==> config.mk <==
export PLATFORM = sky130hd
export DESIGN_NAME = utf16_decoder_with_bom
export DESIGN_NICKNAME = d
export VERILOG_FILES = /design/src/design/u16d_pkg.sv /design/src/design/utf16_decoder_with_bom.sv /design/src/design/u16d_front.sv /design/src/design/u16d_queue.sv /design/src/design/u16d_back.sv
export SDC_FILE = /design/constraint.sdc
export NUM_CORES = 1
export LEC_CHECK = 0
export ABC_AREA = 1
export BUFFER_PORTS_ARGS = -buffer_cell sky130_fd_sc_hd__buf_2
export CAP_MARGIN = 30
export CORE_UTILIZATION = 30
export CTS_CLUSTER_SIZE = 10
export DETAILED_ROUTE_END_ITERATION = 6
export PLACE_DENSITY_LB_ADDON = 0.08
export SYNTH_ARGS = -nofsm -noshare
export SYNTH_HDL_FRONTEND = slang
export SYNTH_SLANG_ARGS = --single-unit
==> constraint.sdc <==
create_clock -name clk -period 3.9 [get_ports clk]
set_input_delay 0.39 -clock clk [delete_from_list [all_inputs] [get_ports clk]]
set_output_delay 0.39 -clock clk [all_outputs]
set_load 0.03 [all_outputs]
==> src/design/u16d_pkg.sv <==
// Shared types and constants for the UTF-16 decoder with byte order mark detection.
`timescale 1ns / 1ps
`default_nettype none
package u16d_pkg;

	// byte order codes
	localparam logic [1:0] ORDER_NONE   = 2'd0;
	localparam logic [1:0] ORDER_BIG    = 2'd1;
	localparam logic [1:0] ORDER_LITTLE = 2'd2;

	// configuration register indexes
	localparam int          CFG_IDX_W          = 1;
	localparam int          CFG_DATA_W         = 2;
	localparam logic [CFG_IDX_W-1:0] CFG_EXPECTED_ORDER = 1'd0;
	localparam logic [CFG_IDX_W-1:0] CFG_FALLBACK_ORDER = 1'd1;

	// byte order marks, big endian view
	localparam logic [15:0] BOM_BIG    = 16'hfeff;
	localparam logic [15:0] BOM_LITTLE = 16'hfffe;

	// surrogate prefixes (top six bits)
	localparam logic [5:0] SURR_HIGH = 6'b110110;
	localparam logic [5:0] SURR_LOW  = 6'b110111;

	localparam logic [2:0] BAD_LEN_NONE  = 3'd0;
	localparam logic [2:0] BAD_LEN_SHORT = 3'd2;
	localparam logic [2:0] BAD_LEN_LONG  = 3'd4;

	// queue between front and back
	localparam int QDEPTH = 4;
	localparam int QPTR_W = $clog2(QDEPTH);
	localparam int QCNT_W = QPTR_W + 1;

	typedef enum logic [1:0] {
		OP_UNIT  = 2'd0,	// one decoded unit
		OP_PAIR  = 2'd1,	// high then low surrogate
		OP_BAD2  = 2'd2,	// unpaired low surrogate
		OP_BAD4  = 2'd3		// high surrogate not followed by low
	} op_kind_t;

	typedef struct packed {
		op_kind_t    kind;
		logic [15:0] unit_a;
		logic [15:0] unit_b;
	} op_entry_t;

	// back to queue
	typedef struct packed {
		logic pop;
	} q_req_t;

	// queue to back
	typedef struct packed {
		logic      empty;
		op_entry_t head;
	} q_rsp_t;

endpackage
`default_nettype wire

==> src/design/utf16_decoder_with_bom.sv <==
// Top level of the UTF-16 decoder with byte order mark detection.
// A unit accepted on the input is written into the queue, then loaded into the output register.
// Input takes one unit per cycle while not full; a surrogate pair gives two result transfers at the back.
// Items that give no result (mark, held high surrogate) use an input transfer but queue nothing.
// Reset (arst_n low, asynchronous): order undecided, fallback big endian, queue and
// output empty, no surrogate held. No clearing pass is needed.
`timescale 1ns / 1ps
`default_nettype none
module utf16_decoder_with_bom
	import u16d_pkg::*;
(
	input  wire logic                  clk,
	input  wire logic                  arst_n,
	// configuration writes (index 0 expected_order, 1 fallback_order)
	input  wire logic                  cfg_we,
	input  wire logic [CFG_IDX_W-1:0]  cfg_index,
	input  wire logic [CFG_DATA_W-1:0] cfg_wdata,
	// input side: transfer when push && !full
	input  wire logic                  push,
	output logic                       full,
	input  wire logic [7:0]            first_byte,
	input  wire logic [7:0]            second_byte,
	input  wire logic                  restart,
	// result side: transfer when pop && !empty
	output logic                       empty,
	input  wire logic                  pop,
	output logic [15:0]                code_unit,
	output logic                       status,
	output logic [2:0]                 bad_length,
	output logic                       last
);

	logic      accept;
	logic      op_valid;
	op_entry_t op_entry;
	q_req_t    q_req;
	q_rsp_t    q_rsp;

	// Front end keeps byte order and surrogate state; it advances on every
	// input transfer and drops at most one op into the queue.
	assign accept = push && !full;

	u16d_front u_front (
		.clk         (clk),
		.arst_n      (arst_n),
		.cfg_we      (cfg_we),
		.cfg_index   (cfg_index),
		.cfg_wdata   (cfg_wdata),
		.accept      (accept),
		.first_byte  (first_byte),
		.second_byte (second_byte),
		.restart     (restart),
		.op_valid    (op_valid),
		.op_entry    (op_entry)
	);

	// full backpressures input only when the queue holds QDEPTH ops, so a
	// stalled result port does not stop input until the queue fills.
	u16d_queue u_queue (
		.clk      (clk),
		.arst_n   (arst_n),
		.wr_en    (accept && op_valid),
		.wr_entry (op_entry),
		.full     (full),
		.req      (q_req),
		.rsp      (q_rsp)
	);

	// Back end pulls one op, registers its first result, and for a pair
	// keeps the low surrogate for the next load of the output register.
	u16d_back u_back (
		.clk        (clk),
		.arst_n     (arst_n),
		.rsp        (q_rsp),
		.req        (q_req),
		.pop        (pop),
		.empty      (empty),
		.code_unit  (code_unit),
		.status     (status),
		.bad_length (bad_length),
		.last       (last)
	);

endmodule
`default_nettype wire

==> src/design/u16d_front.sv <==
// Front end: configuration, byte order tracking, surrogate pairing, op generation.
`timescale 1ns / 1ps
`default_nettype none
module u16d_front
	import u16d_pkg::*;
(
	input  wire logic                  clk,
	input  wire logic                  arst_n,
	input  wire logic                  cfg_we,
	input  wire logic [CFG_IDX_W-1:0]  cfg_index,
	input  wire logic [CFG_DATA_W-1:0] cfg_wdata,
	input  wire logic                  accept,
	input  wire logic [7:0]            first_byte,
	input  wire logic [7:0]            second_byte,
	input  wire logic                  restart,
	output logic                       op_valid,
	output op_entry_t                  op_entry
);

	logic [1:0]  expected_order_q;
	logic [1:0]  fallback_order_q;
	logic [1:0]  cur_order_q;
	logic        held_valid_q;
	logic [15:0] held_high_q;

	logic [1:0]  order_eff;
	logic        held_eff;
	logic [15:0] raw;
	logic        mark;
	logic [1:0]  order_next;
	logic [15:0] unit;
	logic        is_high;
	logic        is_low;
	logic        hold_next;

	always_ff @(posedge clk or negedge arst_n) begin
		if (!arst_n) begin
			expected_order_q <= ORDER_NONE;
			fallback_order_q <= ORDER_BIG;
		end else if (cfg_we) begin
			case (cfg_index)
				CFG_EXPECTED_ORDER: expected_order_q <= cfg_wdata;
				CFG_FALLBACK_ORDER: fallback_order_q <= cfg_wdata;
				default: ;
			endcase
		end
	end

	always_comb begin
		order_eff  = restart ? expected_order_q : cur_order_q;
		held_eff   = restart ? 1'b0 : held_valid_q;
		raw        = {first_byte, second_byte};
		mark       = 1'b0;
		order_next = order_eff;
		if (order_eff == ORDER_NONE) begin
			if (raw == BOM_BIG) begin
				mark       = 1'b1;
				order_next = ORDER_BIG;
			end else if (raw == BOM_LITTLE) begin
				mark       = 1'b1;
				order_next = ORDER_LITTLE;
			end else begin
				order_next = (fallback_order_q == ORDER_BIG) ? ORDER_BIG : ORDER_LITTLE;
			end
		end
		unit    = (order_next == ORDER_BIG) ? {first_byte, second_byte}
		                                    : {second_byte, first_byte};
		is_high = (unit[15:10] == SURR_HIGH);
		is_low  = (unit[15:10] == SURR_LOW);

		op_valid        = 1'b0;
		op_entry.kind   = OP_UNIT;
		op_entry.unit_a = unit;
		op_entry.unit_b = unit;
		hold_next       = held_eff;
		if (!mark) begin
			if (held_eff) begin
				hold_next       = 1'b0;
				op_valid        = 1'b1;
				op_entry.kind   = is_low ? OP_PAIR : OP_BAD4;
				op_entry.unit_a = held_high_q;
			end else if (is_high) begin
				hold_next = 1'b1;
			end else begin
				op_valid      = 1'b1;
				op_entry.kind = is_low ? OP_BAD2 : OP_UNIT;
			end
		end
	end

	always_ff @(posedge clk or negedge arst_n) begin
		if (!arst_n) begin
			cur_order_q  <= ORDER_NONE;
			held_valid_q <= 1'b0;
		end else if (accept) begin
			cur_order_q  <= order_next;
			held_valid_q <= hold_next;
		end
	end

	// held value only matters while held_valid_q is set
	always_ff @(posedge clk) begin
		if (accept && !mark && !held_eff && is_high)
			held_high_q <= unit;
	end

endmodule
`default_nettype wire

==> src/design/u16d_queue.sv <==
// Short op queue decoupling the front end from the result stage.
`timescale 1ns / 1ps
`default_nettype none
module u16d_queue
	import u16d_pkg::*;
(
	input  wire logic      clk,
	input  wire logic      arst_n,
	input  wire logic      wr_en,
	input  wire op_entry_t wr_entry,
	output logic           full,
	input  wire q_req_t    req,
	output q_rsp_t         rsp
);

	op_entry_t          mem_q [QDEPTH];
	logic [QPTR_W-1:0]  wr_ptr_q;
	logic [QPTR_W-1:0]  rd_ptr_q;
	logic [QCNT_W-1:0]  count_q;
	logic               do_wr;
	logic               do_rd;

	assign full      = (count_q == QCNT_W'(QDEPTH));
	assign rsp.empty = (count_q == '0);
	assign rsp.head  = mem_q[rd_ptr_q];
	assign do_wr     = wr_en && !full;
	assign do_rd     = req.pop && !rsp.empty;

	always_ff @(posedge clk) begin
		if (do_wr)
			mem_q[wr_ptr_q] <= wr_entry;
	end

	always_ff @(posedge clk or negedge arst_n) begin
		if (!arst_n) begin
			wr_ptr_q <= '0;
			rd_ptr_q <= '0;
			count_q  <= '0;
		end else begin
			if (do_wr)
				wr_ptr_q <= wr_ptr_q + 1'b1;
			if (do_rd)
				rd_ptr_q <= rd_ptr_q + 1'b1;
			case ({do_wr, do_rd})
				2'b10:   count_q <= count_q + 1'b1;
				2'b01:   count_q <= count_q - 1'b1;
				default: ;
			endcase
		end
	end

endmodule
`default_nettype wire

==> src/design/u16d_back.sv <==
// Result stage: expands queued ops into result transfers through an output register.
`timescale 1ns / 1ps
`default_nettype none
module u16d_back
	import u16d_pkg::*;
(
	input  wire logic   clk,
	input  wire logic   arst_n,
	input  wire q_rsp_t rsp,
	output q_req_t      req,
	input  wire logic   pop,
	output logic        empty,
	output logic [15:0] code_unit,
	output logic        status,
	output logic [2:0]  bad_length,
	output logic        last
);

	logic        out_valid_q;
	logic [15:0] code_unit_q;
	logic        status_q;
	logic [2:0]  bad_length_q;
	logic        last_q;
	logic        pend_valid_q;
	logic [15:0] pend_unit_q;

	logic load;
	logic take;

	assign empty      = !out_valid_q;
	assign code_unit  = code_unit_q;
	assign status     = status_q;
	assign bad_length = bad_length_q;
	assign last       = last_q;

	// output slot frees when empty or being taken this cycle
	assign load    = !out_valid_q || pop;
	assign take    = load && !pend_valid_q && !rsp.empty;
	assign req.pop = take;

	always_ff @(posedge clk or negedge arst_n) begin
		if (!arst_n) begin
			out_valid_q  <= 1'b0;
			pend_valid_q <= 1'b0;
		end else if (load) begin
			out_valid_q  <= pend_valid_q || !rsp.empty;
			pend_valid_q <= take && (rsp.head.kind == OP_PAIR);
		end
	end

	always_ff @(posedge clk) begin
		if (load) begin
			if (pend_valid_q) begin
				code_unit_q  <= pend_unit_q;
				status_q     <= 1'b0;
				bad_length_q <= BAD_LEN_NONE;
				last_q       <= 1'b1;
			end else if (take) begin
				unique case (rsp.head.kind)
					OP_UNIT: begin
						code_unit_q  <= rsp.head.unit_a;
						status_q     <= 1'b0;
						bad_length_q <= BAD_LEN_NONE;
						last_q       <= 1'b1;
					end
					OP_PAIR: begin
						code_unit_q  <= rsp.head.unit_a;
						status_q     <= 1'b0;
						bad_length_q <= BAD_LEN_NONE;
						last_q       <= 1'b0;
					end
					OP_BAD2: begin
						code_unit_q  <= '0;
						status_q     <= 1'b1;
						bad_length_q <= BAD_LEN_SHORT;
						last_q       <= 1'b1;
					end
					OP_BAD4: begin
						code_unit_q  <= '0;
						status_q     <= 1'b1;
						bad_length_q <= BAD_LEN_LONG;
						last_q       <= 1'b1;
					end
				endcase
			end
			if (take)
				pend_unit_q <= rsp.head.unit_b;
		end
	end

endmodule
`default_nettype wire

### Word level (Yosys, flattened, before mapping)

Memories as Yosys holds them, arrays and structs flattened.
Cells that the tools add are included.

* bits in registers: 69
* RAM bits: 136
* input port bits: 25
* output and inout port bits: 23
* logic and storage cells: 97
* memories kept: 1

* add/sub/neg operators: 4
* equality and inequality tests: 12
* mux-type cells: 34
* bitwise logic cells: 1
* reductions and logical operators: 30

Memory list
* u_queue.mem_q: words 4, bits a word 34, rd ports 1, clocked after Yosys merged registers in 0, wr ports 1, RTL line u16d_queue.sv:16 `op_entry_t mem_q [QDEPTH];`

Operators with widths (count)
* $mux 16: 4
* $eq 16x16->1 const B: 2
* $pmux 16 s2: 1
* $mux 18: 1
* $mux 2: 9
* $mux 1: 14
* $eq 6x6->1 const B: 2
* $logic_and 1x1->1: 10
* $pmux 3 s3: 1
* $eq 2x1->1 const B: 4
* $reduce_and 2->1: 4
* $eq 2x2->1 const B: 3
* $logic_not 1->1: 6
* $pmux 3 s2: 1
* $add 2x1->2 const B: 2
* $logic_not 2->1: 2
* $pmux 1 s2: 2
* $reduce_bool 2->1: 2
* $reduce_or 2->1: 2
* $add 3x1->3 const B: 1
* $eq 3x3->1 const B: 1
* $logic_not 3->1: 1
* $mux 3: 1
* $reduce_or 3->1: 1
* other kinds (3): 4

### Longest topological paths before layout

Gate-level depths: netlist of the first run.

* depth in word-level cells: 15
* mapped depth: 19
* mapped depth without buffers: 19

### Modules after synthesis

From an unflattened synthesis of the first run, not the netlist that was laid out.

* cell total of the unflattened synthesis: 769
* area total of the unflattened synthesis: 8886.0 µm²

Modules (own cells, without submodules)
* u16d_queue: times used 1, cells an instance 458, area an instance 5924.4 µm², sequential area each 4259.1 µm²
* u16d_front: times used 1, cells an instance 193, area an instance 1470.2 µm², sequential area each 656.9 µm²
* u16d_back: times used 1, cells an instance 113, area an instance 1467.7 µm², sequential area each 1131.1 µm²
* utf16_decoder_with_bom: times used 1, cells an instance 5, area an instance 23.8 µm², sequential area each 0.0 µm²

### Worst setup path before layout of the first run

OpenSTA, ideal clock, no wires.

* path type: input to register
* start: in second_byte[0]
* end: mem u_queue.mem_q[0][0] (netlist name) (enable)
* setup time: 0.425 ns
* data arrival time: 3.006 ns
* path slack: 0.469 ns
* stages on the path: 14
* path through: inv_1 nand2_1 nor2_1 nand2_1 o21ai_2 nand3_4 nand2_4 buf_6 nand2_2 o21ai_2 nor2_2 nand2_4 nand2_4 nor2_1

* word-level cells in the longest chain between the ends: 14
* elaborated cells between the ends (all ways): 18

RTL lines
* start: declaration: RTL line utf16_decoder_with_bom.sv:22 `input wire logic [7:0] second_byte,`
* $eq 16x16->1: RTL line u16d_front.sv:59 `end else if (raw == BOM_LITTLE) begin`
* $mux 2: RTL line u16d_front.sv:59
* $mux 2: RTL line u16d_front.sv:56 `if (raw == BOM_BIG) begin`
* $mux 2: RTL line u16d_front.sv:55 `if (order_eff == ORDER_NONE) begin`
* $eq 2x1->1: RTL line u16d_front.sv:66 `unit = (order_next == ORDER_BIG) ? {first_byte, second_byte}`
* $mux 16: RTL line u16d_front.sv:66
* $eq 6x6->1: RTL line u16d_front.sv:68 `is_high = (unit[15:10] == SURR_HIGH);`
* $mux 1: RTL line u16d_front.sv:82 `end else if (is_high) begin`
* $mux 1: RTL line u16d_front.sv:77 `if (held_eff) begin`
* $mux 1 *: RTL line u16d_front.sv:76 `if (!mark) begin`
* $logic_and 1x1->1 *: RTL line utf16_decoder_with_bom.sv:62 `.wr_en (accept && op_valid),`
* $logic_and 1x1->1 *: RTL line u16d_queue.sv:26 `assign do_wr = wr_en && !full;`
* $mux 1 *: RTL line u16d_queue.sv:30 `if (do_wr)`
* $mux 1 (implied by the code) *: RTL line u16d_queue.sv:31 `mem_q[wr_ptr_q] <= wr_entry;`
* end: declaration: RTL line u16d_queue.sv:16

Mark *: on every way between the ends. The rest lies on a longest branch, timed or not.

==> results of run 1 <==
area by class of cell:
cell class | count | area (um2)
clock buffers | 28 | 636.9
clock inverters | 4 | 20.02
fillers | 2620 | 17380
inverters | 38 | 142.6
multi-input cells | 381 | 1939
flip-flops and latches | 204 | 6048
well taps | 341 | 426.7
repair buffers | 60 | 357.8
where the power goes:
| part | switching (mW) | internal (mW) | total, mW | leakage, nW |
|---|---|---|---|---|
| clock network | 0.786 | 1.14 | 1.92 | 0.321 |
| registers | 0.191 | 3.32 | 3.51 | 1.94 |
| logic | 1.85 | 0.692 | 2.54 | 1.23 |
| total | 2.83 | 5.15 | 7.98 | 3.49 |
tightest hold or removal path, stage by stage:
cell and delay (ps):
buf_2 90, inv_1 60, o21ai_0 90
worst max path at each step:
stage / startpoint / endpoint / slack [ps]
floorplan: second_byte[0] / u_queue.mem_q[0][0] / 470
global placement: second_byte[0] / u_queue.count_q[2] / 600
detailed placement: first_byte[4] / u_queue.count_q[2] / 520
CTS: u_front.expected_order_q[1] / u_queue.count_q[2] / 720
global route: u_front.expected_order_q[1] / u_queue.count_q[2] / 410
finish: u_front.expected_order_q[1] / u_queue.count_q[2] / 720
layer usage:
metal	track usage (%)	vias up	wire, um
met4	4.148	0	270
met3	2.009	20	733
met1	19.05	2420	9200
met2	23.93	89	9256
met5	0	-	0
li1	-	2433	-
kinds of logic after synthesis:
| logic type | Yosys count | synth area share [%] |
|---|---|---|
| flip-flops | 204 | 73.47 |
| XOR/XNOR | 3 | 0.3193 |
| buffers and inverters | 69 | 3.329 |
| other | 1 | 0.04556 |
| multiplexers | 1 | 0.1216 |
| adder cells (fa/ha/maj) | 6 | 1.003 |
| AO/OA/AOI/OAI | 138 | 9.958 |
| AND/OR/NAND/NOR | 232 | 11.75 |
synthesized netlist by cell type, types with 11 or more instances:
cell type / instances
nor2_1: 57
a32o_1: 17
o22ai_1: 16
dfrtp_1: 15
inv_1: 36
nand2_1: 144
o21ai_0: 70
a21oi_1: 23
edfxtp_1: 188
nand3_1: 11
clkbuf_1: 26
what timing repair did:
item / 4_1_cts / 5_1_grt
hold endpoints to repair: 15 / 0
hold buffers: 1 / 0
buffers inserted: 0 / 0
sequential cells by signal, indices dropped and copies added (netlist names), 3 cells and up:
signal	count
u_queue.mem_q	136
u_back.code_unit	16
u_front.held_high_q	16
u_back.pend_unit_q	16
u_queue.count_q	3
stage by stage:
stage / cells / cell area [um2] / util [%] / power (mW) / setup WS (ps)
detailed placement: 1022 / 8877 / 32.94 / 6.143 / 518.0
global placement: 1022 / 8877 / 32.94 / 6.087 / 597.0
global route: 1056 / 9572 / 35.52 / 8.496 / 411.8
finish: 1056 / 9572 / 35.52 / 7.979 / 716.8
CTS: 1055 / 9544 / 35.41 / 8.092 / 715.5
floorplan: 654 / 8230 / - / 5.194 / 469.2
==> out/metrics.csv, run 1 <==
metric,value,unit
r2r_end,u_queue.count_q[2],
initial_core_util,30.54,%
grt_setup_unrepaired,no,
dr.pass1.iters,4,
startpoint_type,flop,
vias,4962,
cts_sinks,204,
die_width,167.6,um
tritoncts.num_buffers,25,
max-vdd-ir-drop,0.0003467,V
hold_depth,3,
grt.total_usage,14.22,%
outcome,finished clean,
synthArstFlopShare,7.843,%
report.final.setup_viol,0,
synthFlopType,edfxtp_1,
grt_first_pass_wirelength,29.95,mm
hpwlAfterDp,11.62,mm
final_common_cell,edfxtp_1,
leakagePower,3.488,nW
port_buffers,46,
r2r_cells,17,
clock_latency,500,ps
fin_crit_sh,81.62,%
clk_pin_slew,50,ps
max_cap_viol_count,0,
hold_viol,0,
worstMarginPinSlew,1040,ps
min_path_type,input pin to flop,
crit_family,simple AND/OR/NAND/NOR gates,
synthDistinctLibCells,38,
cp_data_required_time,4280,ps
timing.critical_path.buf_inv,1,
synth_cells,654,
p_per_area,833.6,mW/mm2
vias_per_cell,4.699,
slew_viol_final,0,
critPathCaptureType,flop,
die_area,0.02810,mm2
grt_pass1_vias,4943,
coreArea,0.02695,mm2
ys_warn_count,0,
path_max_fanout,25,
setup_tns,0,ps
max_freq,0.3141,GHz
synth_top_area_share,68.59,%
area_delta_synth_final,16.30,%
die_y,167.6,um
synth_nets,685,
cp_slowest_cell,fa_1,
synth.area.top_cells,"edfxtp_1, nand2_1, dfrtp_1",
grt_overflow,0,
slowest_delay,430,ps
ys_ff_latch,204,
final_cell_mix,"edfxtp_1, nand2_1, o21ai_0, nor2_1, buf_2",
crit_type,flop to flop,
synth_edf_count,188,
synth_top_cell_by_area,edfxtp_1,
synth_area,0.008230,mm2
drive_above_1_share,15.10,%
skew,15.18,ps
drc,0,
wirelength,19.46,mm
crit_cells,17,
grt_start_max_net_pins,68,
layout.nets,741,
post_drt_wl_per_cell,18.43,um
cp.arrival,3560,ps
min-delay-start,cfg_wdata[0],
cts_tree,yes,
placementRows,60,
cts_root_buffer,clkbuf_16,
r2r_start,u_front.expected_order_q[1],
antenna_cells,0,
crit_chain,"nand2_1, o21ai_1, nor2_1, nand3_4, nand2_4, nand2_1, nand2_2, nand2_2, nor2_4, nand2_4, nand2_4, ha_1, inv_1, fa_1, a21oi_1, o21ai_0, xor2_1",
clockBufferDepth,3,
first_iter_violations,241,
h-tree-depth,1,
hold_path_end,u_front.fallback_order_q[0],
synth_seq_area_share,73.47,%
gp_congestion,0.7716,
r2r_setup_slack,720,ps
antenna_found_initial,0,
io_pins,48,
max_slew_margin,29.90,%
hold_ws,158.9,ps
ant_nets,0,
avgSynthCellArea,12.58,um2
crit_path_frequent_cell,nand2_4,
period_needed,3183,ps
ctsResizeCount,0,
(Power assumes the default switching activity.)
==> run 2: changes to the inputs <==
==> constraint.sdc (replaced) <==
create_clock -name clk -period 2.9 [get_ports clk]
set_input_delay 0.29 -clock clk [delete_from_list [all_inputs] [get_ports clk]]
set_output_delay 0.29 -clock clk [all_outputs]
set_load 0.03 [all_outputs]
==> out/metrics.csv, run 2 (same netlist as run 1, synthesis figures left out) <==
metric,value,unit,change
clockBufferDepth,3,,unchanged
cp-endpoint,u_queue.count_q[2],,unchanged
clk_pin_slew,60,ps,was 50 ps
grt_start_max_net_pins,65,,was 68
h-tree-depth,1,,unchanged
report.final.setup_viol,0,,unchanged
hold_viol,0,,unchanged
tritoncts.num_buffers,24,,was 25
io_pins,48,,unchanged
layout.nets,761,,was 741
power,10.96,mW,was 7.979 mW
post_cts_buffers,0,,unchanged
max_cap_viol_count,0,,unchanged
crit_start,u_front.fallback_order_q[0],,was u_front.expected_order_q[1]
die_width,167.6,um,unchanged
clock_latency,500,ps,about the same
largest_register,u_queue.mem_q,,unchanged
port_buffers,46,,unchanged
max-vdd-ir-drop,0.0004731,V,was 0.0003467 V
r2r_cells,17,,unchanged
max_slew_margin,41.08,%,was 29.90%
ant_nets,0,,unchanged
switching_power,3.859,mW,was 2.829 mW
die_y,167.6,um,unchanged
fill_cells,2576,,was 2620
path_max_fanout,8,,was 25
slew_viol_final,0,,unchanged
hpwlAfterDp,11.60,mm,was 11.62 mm
vias,5080,,was 4962
final_cell_mix,"edfxtp_1, nand2_1, o21ai_0, nor2_1, buf_2",,unchanged
coreArea,0.02695,mm2,unchanged
combinationalPowerShare,33.6,%,was 31.9%
fin_crit_sh,92.73,%,was 81.62%
post_drt_wl_per_cell,17.78,um,was 18.43 um
grt.total_usage,13.94,%,was 14.22%
period_needed,2689,ps,was 3183 ps
grt_overflow,0,,unchanged
dr.pass1.iters,4,,unchanged
p_sw_share,35.20,%,was 35.45%
critPathCaptureType,flop,,unchanged
cp.arrival,3070,ps,was 3560 ps
p_per_area,1117,mW/mm2,was 833.6 mW/mm2
wirelength,19.22,mm,was 19.46 mm
antenna_cells,0,,unchanged
cts_root_buffer,clkbuf_16,,unchanged
hold_ws,39.36,ps,was 158.9 ps
first_iter_violations,276,,was 241
area_delta_synth_final,19.25,%,was 16.30%
placementRows,60,,unchanged
antenna_found_initial,0,,unchanged
dpl.cell_count,1044,,was 1022
worstMarginPinSlew,882.9,ps,was 1040 ps
internal_power,7.104,mW,was 5.150 mW
layout.cells.non_filler,1081,,was 1056
cp_data_required_time,3280,ps,was 4280 ps
cts_tree,yes,,unchanged
crit_type,flop to flop,,unchanged
outcome,finished clean,,unchanged
grt_first_pass_wirelength,29.83,mm,was 29.95 mm
vias_per_cell,4.699,,about the same
r2r_start,u_front.fallback_order_q[0],,was u_front.expected_order_q[1]
gp_congestion,0.7901,,was 0.7716
leakagePower,3.601,nW,was 3.488 nW
final_common_cell,edfxtp_1,,unchanged
grt_setup_unrepaired,no,,unchanged
p_seq_share,42.5,%,was 44.0%
startpoint_type,flop,,unchanged
grt_pass1_vias,5144,,was 4943
drive_above_1_share,18.38,%,was 15.10%
skew,13.17,ps,was 15.18 ps
cts_sinks,204,,unchanged
largest_reg_flops,136,,unchanged
r2r_end,u_queue.count_q[2],,unchanged
drc,0,,unchanged
clkPwrFrac,23.8,%,was 24.1%
r2r_setup_slack,210,ps,was 720 ps
die_area,0.02810,mm2,unchanged
min_path_type,input pin to flop,,unchanged
initial_core_util,30.54,%,unchanged
max_freq,0.3718,GHz,was 0.3141 GHz
[run 2: changes by cell type in the layout (fill, tap and decap cells not counted), moves of 2 or more]
cell / before / now
buf_12: 0 / 5
buf_4: 12 / 28
clkbuf_1: 3 / 11
clkinv_1: 4 / 1
nand2_1: 144 / 141
nand2_2: 6 / 9
nor2_1: 53 / 51
[run 2: worst min-delay path by stage]
stage	from	end	slack (ps)	cells after the start
2_1_floorplan	arst_n	u_back.out_valid_q	-6	0
3_3_place_gp	arst_n	u_queue.count_q[0]	240	1
3_5_place_dp	arst_n	u_front.fallback_order_q[1]	240	1
4_1_cts	cfg_wdata[0]	u_front.fallback_order_q[0]	20	3
5_1_grt	cfg_wdata[0]	u_front.fallback_order_q[0]	50	3
6_report	cfg_wdata[0]	u_front.fallback_order_q[0]	40	3
[run 2: final cells by class]
type                    instances  area [um2]  share of cell area, %
flip-flops and latches        204        6048                  61.63
multi-input cells             381        1968                  20.05
clock buffers                  36       666.9                  6.795
repair buffers                 81       561.8                  5.724
well taps                     341       426.7                  4.347
inverters                      38       142.6                  1.453
[run 2: power groups by stage]
stage | logic (mW) | registers, mW | clock network, mW
5_1_grt | 4.09 | 4.74 | 2.81
3_3_place_gp | 3.69 | 4.71 | 0
6_report | 3.68 | 4.66 | 2.61
2_1_floorplan | 2.00 | 4.99 | 0
3_5_place_dp | 3.73 | 4.73 | 0
4_1_cts | 3.74 | 4.67 | 2.69
[run 2: repair_timing]
item,CTS,global route
hold buffers,1,0
setup endpoints to repair,1,1
gates resized for setup,1,10
gates cloned,0,0
hold endpoints to repair,15,0
pin swaps,0,5
[run 2: per-stage QoR]
step                      utilization [%]  area (um2)  setup TNS [ps]  setup slack (ps)
final                               36.42        9814               0             210.7
after global routing                36.42        9814               0             28.87
after CTS                           36.30        9784               0             57.18
after detailed placement            33.78        9105          -52.93            -52.93
after global placement              33.78        9105               0             20.68
after floorplan                         -        8230          -59540            -437.8
[run 2: critical path, stage by stage, from the launching register on]
cell and delay (ps):
dfstp_2 520, inv_1 50, nor2_2 150, o21ai_2 100, nand3_4 80, buf_6 130
nand3_1 110, nand2_2 110, nand2_2 70, nor2_4 130, nand2_4 90, nand2_4 70
ha_1 130, inv_1 80, fa_2 400, a21oi_2 120, o21ai_1 90, xor2_1 150
[run 2: routing by layer]
metal	share of wire, %	global-route usage [%]	wire length (um)
met2	46	23.19	8898
met3	4.2	2.269	801
met5	0	0	0
met4	1.5	3.869	292
met1	48	18.79	9223
==> run 3: changes to the inputs <==
--- a/config.mk
+++ b/config.mk
@@ -5,7 +5,7 @@
 export SDC_FILE = /design/constraint.sdc
 export NUM_CORES = 1
 export LEC_CHECK = 0
-export ABC_AREA = 1
+export ABC_AREA = 0
 export BUFFER_PORTS_ARGS = -buffer_cell sky130_fd_sc_hd__buf_2
 export CAP_MARGIN = 30
 export CORE_UTILIZATION = 30
==> out/metrics.csv, run 3 <==
metric,value,unit,change
p_per_area,1053,mW/mm2,was 1117 mW/mm2
p_sw_share,30.35,%,was 35.20%
grt_pass1_vias,4526,,was 5144
synth_edf_count,188,,unchanged
grt_overflow,0,,unchanged
hpwlAfterDp,10.83,mm,was 11.60 mm
antenna_cells,0,,unchanged
max_freq,0.4177,GHz,was 0.3718 GHz
fill_cells,2512,,was 2576
max-vdd-ir-drop,0.0004489,V,was 0.0004731 V
largest_reg_flops,136,,unchanged
gp_congestion,0.7708,,was 0.7901
coreArea,0.02695,mm2,unchanged
grt_start_max_net_pins,38,,was 65
cp_data_required_time,3320,ps,was 3280 ps
dr.pass1.iters,4,,unchanged
worstMarginPinSlew,560.4,ps,was 882.9 ps
min_path_type,input pin to flop,,unchanged
combinationalPowerShare,29.8,%,was 33.6%
p_seq_share,43.8,%,was 42.5%
synth_top_cell_by_area,edfxtp_1,,unchanged
cts_root_buffer,clkbuf_16,,unchanged
startpoint_type,flop,,unchanged
avgSynthCellArea,19.11,um2,was 12.58 um2
ys_warn_count,0,,unchanged
synth.area.top_cells,"edfxtp_1, mux4_2, dfrtp_1",,"was edfxtp_1, nand2_1, dfrtp_1"
synth_nets,463,,was 685
tritoncts.num_buffers,24,,unchanged
critPathCaptureType,flop,,unchanged
synthFlopType,edfxtp_1,,unchanged
drc,0,,unchanged
cp.arrival,2820,ps,was 3070 ps
outcome,finished clean,,unchanged
placementRows,60,,unchanged
h-tree-depth,1,,unchanged
slew_viol_final,0,,unchanged
r2r_setup_slack,510,ps,was 210 ps
layout.cells.non_filler,869,,was 1081
io_pins,48,,unchanged
die_width,167.9,um,was 167.6 um
setup_tns,0,ps,unchanged
path_max_fanout,4,,was 8
initial_core_util,30.63,%,was 30.54%
dpl.cell_count,824,,was 1044
synthDistinctLibCells,45,,was 38
clkPwrFrac,26.4,%,was 23.8%
vias,4088,,was 5080
synth_area,0.008254,mm2,was 0.008230 mm2
skew,9.002,ps,was 13.17 ps
final_common_cell,edfxtp_1,,unchanged
ys_ff_latch,204,,unchanged
clk_pin_slew,60,ps,about the same
grt_first_pass_wirelength,27.08,mm,was 29.83 mm
hold_viol,0,,unchanged
synthArstFlopShare,7.843,%,unchanged
cts_sinks,204,,unchanged
area_delta_synth_final,18.60,%,was 19.25%
internal_power,7.177,mW,was 7.104 mW
die_y,167.9,um,was 167.6 um
seq_area,0.006048,mm2,unchanged
cts_tree,yes,,unchanged
clockBufferDepth,3,,unchanged
vias_per_cell,4.704,,was 4.699
fin_crit_sh,82.56,%,was 92.73%
largest_register,u_queue.mem_q,,unchanged
port_buffers,46,,unchanged
grt_setup_unrepaired,no,,unchanged
final_cell_mix,"edfxtp_1, buf_2, mux4_2, nand2_1, clkbuf_16",,"was edfxtp_1, nand2_1, o21ai_0, nor2_1, buf_2"
first_iter_violations,202,,was 276
wirelength,17.93,mm,was 19.22 mm
max_cap_viol_count,0,,unchanged
synth_seq_area_share,73.26,%,was 73.47%
antenna_found_initial,1,,was 0
yosysMostFrequentCell,edfxtp_1,,unchanged
report.final.setup_viol,0,,unchanged
grt.total_usage,13.00,%,was 13.94%
ant_nets,0,,unchanged
finish.utilization,36.32,%,was 36.42%
die_area,0.02818,mm2,was 0.02810 mm2
synth_top_area_share,68.39,%,was 68.59%
clock_latency,500,ps,about the same
post_drt_wl_per_cell,20.63,um,was 17.78 um
leakagePower,3.433,nW,was 3.601 nW
layout.nets,541,,was 761
crit_type,flop to flop,,unchanged
max_slew_margin,62.15,%,was 41.08%
multi_input_area,0.002093,mm2,was 0.001968 mm2
period_needed,2394,ps,was 2689 ps
drive_above_1_share,33.14,%,was 18.38%
switching_power,3.127,mW,was 3.859 mW
synthTopCellsByCount,"edfxtp_1, mux4_2, nand2_1",,"was edfxtp_1, nand2_1, o21ai_0"
synth_cells,432,,was 654
-- run 3: changes by cell type after synthesis, moves of 18 or more --
cell / delta
mux2_4: +18
mux4_2: +34
nand2b_1: +20
a21oi_1: -21
mux2_2: +19
nor2_1: -53
inv_1: -27
nand2_1: -114
clkbuf_1: -19
o21ai_0: -51
-- run 3: stage by stage --
| stage | setup WS, ps | hold slack (ps) | instance area, um2 | power, mW |
|---|---|---|---|---|
| 2_1_floorplan | 95.67 | -5.591 | 8254 | 6.661 |
| 3_3_place_gp | 246.9 | 245.2 | 9072 | 7.714 |
| 3_5_place_dp | 189.3 | 252.3 | 9072 | 7.772 |
| 4_1_cts | 500.9 | 13.21 | 9789 | 10.52 |
| 5_1_grt | 280.8 | 20.19 | 9789 | 10.87 |
| 6_report | 505.7 | 32.32 | 9789 | 10.30 |
-- run 3: cells by family after synthesis --
group,after synthesis,synth area share (%)
compound gates,29,2.168
xor+xnor,7,0.7428
fa+ha+maj,6,1.000
buf+inv,26,1.516
flops,204,73.26
mux,75,15.63
other cells,1,0.04543
simple gates,84,5.639
-- run 3: final timing paths --
kind                                              from                           to  depth (start not counted)
setup / recovery           u_front.expected_order_q[1]           u_queue.count_q[2]                         10
hold / removal                            cfg_wdata[1]  u_front.fallback_order_q[1]                          2
setup reg to reg           u_front.expected_order_q[1]           u_queue.count_q[2]                         10
hold reg to reg                 u_front.cur_order_q[1]       u_front.cur_order_q[1]                          2
max in group asynchronous                       arst_n  u_front.fallback_order_q[0]                          2
min in group asynchronous                       arst_n       u_front.cur_order_q[1]                          2
-- run 3: final cells by class --
class	count	share of cell area, %
clock buffer	44	7.221
timing repair buffer	69	4.908
multi-input combinational	202	21.38
tap	341	4.358
sequential	204	61.78
inverter	9	0.3451
-- run 3: per-layer routing --
| metal | track usage, % | share of wire (%) | up-vias | wire length (um) |
|---|---|---|---|---|
| met1 | 16.87 | 43 | 2107 | 7737 |
| met2 | 22.52 | 49 | 102 | 8865 |
| met5 | 0 | 0 | - | 0 |
| met3 | 2.069 | 5.6 | 25 | 1006 |
| met4 | 3.630 | 1.8 | 0 | 320 |
| li1 | - | - | 1854 | - |
-- run 3: timing repair --
item / in CTS / in global routing
setup buffers: 0 / 0
hold buffers: 1 / 0
resized for setup: 0 / 0
hold endpoints to repair: 15 / 0
-- run 3: worst max-delay path: stages, from the launching register on --
cell and delay (ps):
dfrtp_1 380, mux2i_1 340, o211ai_2 160, o2111a_1 300, inv_1 70, ha_1 170
inv_1 70, fa_1 430, xor2_1 150, nor2_1 110, xor2_1 150
-- run 3: power by group through the flow --
stage	sequential, mW	combinational [mW]	clock [mW]
floorplan	4.82	1.84	0
global placement	4.55	3.16	0
detailed placement	4.58	3.19	0
CTS	4.52	3.19	2.80
global route	4.58	3.37	2.92
finish	4.51	3.07	2.72
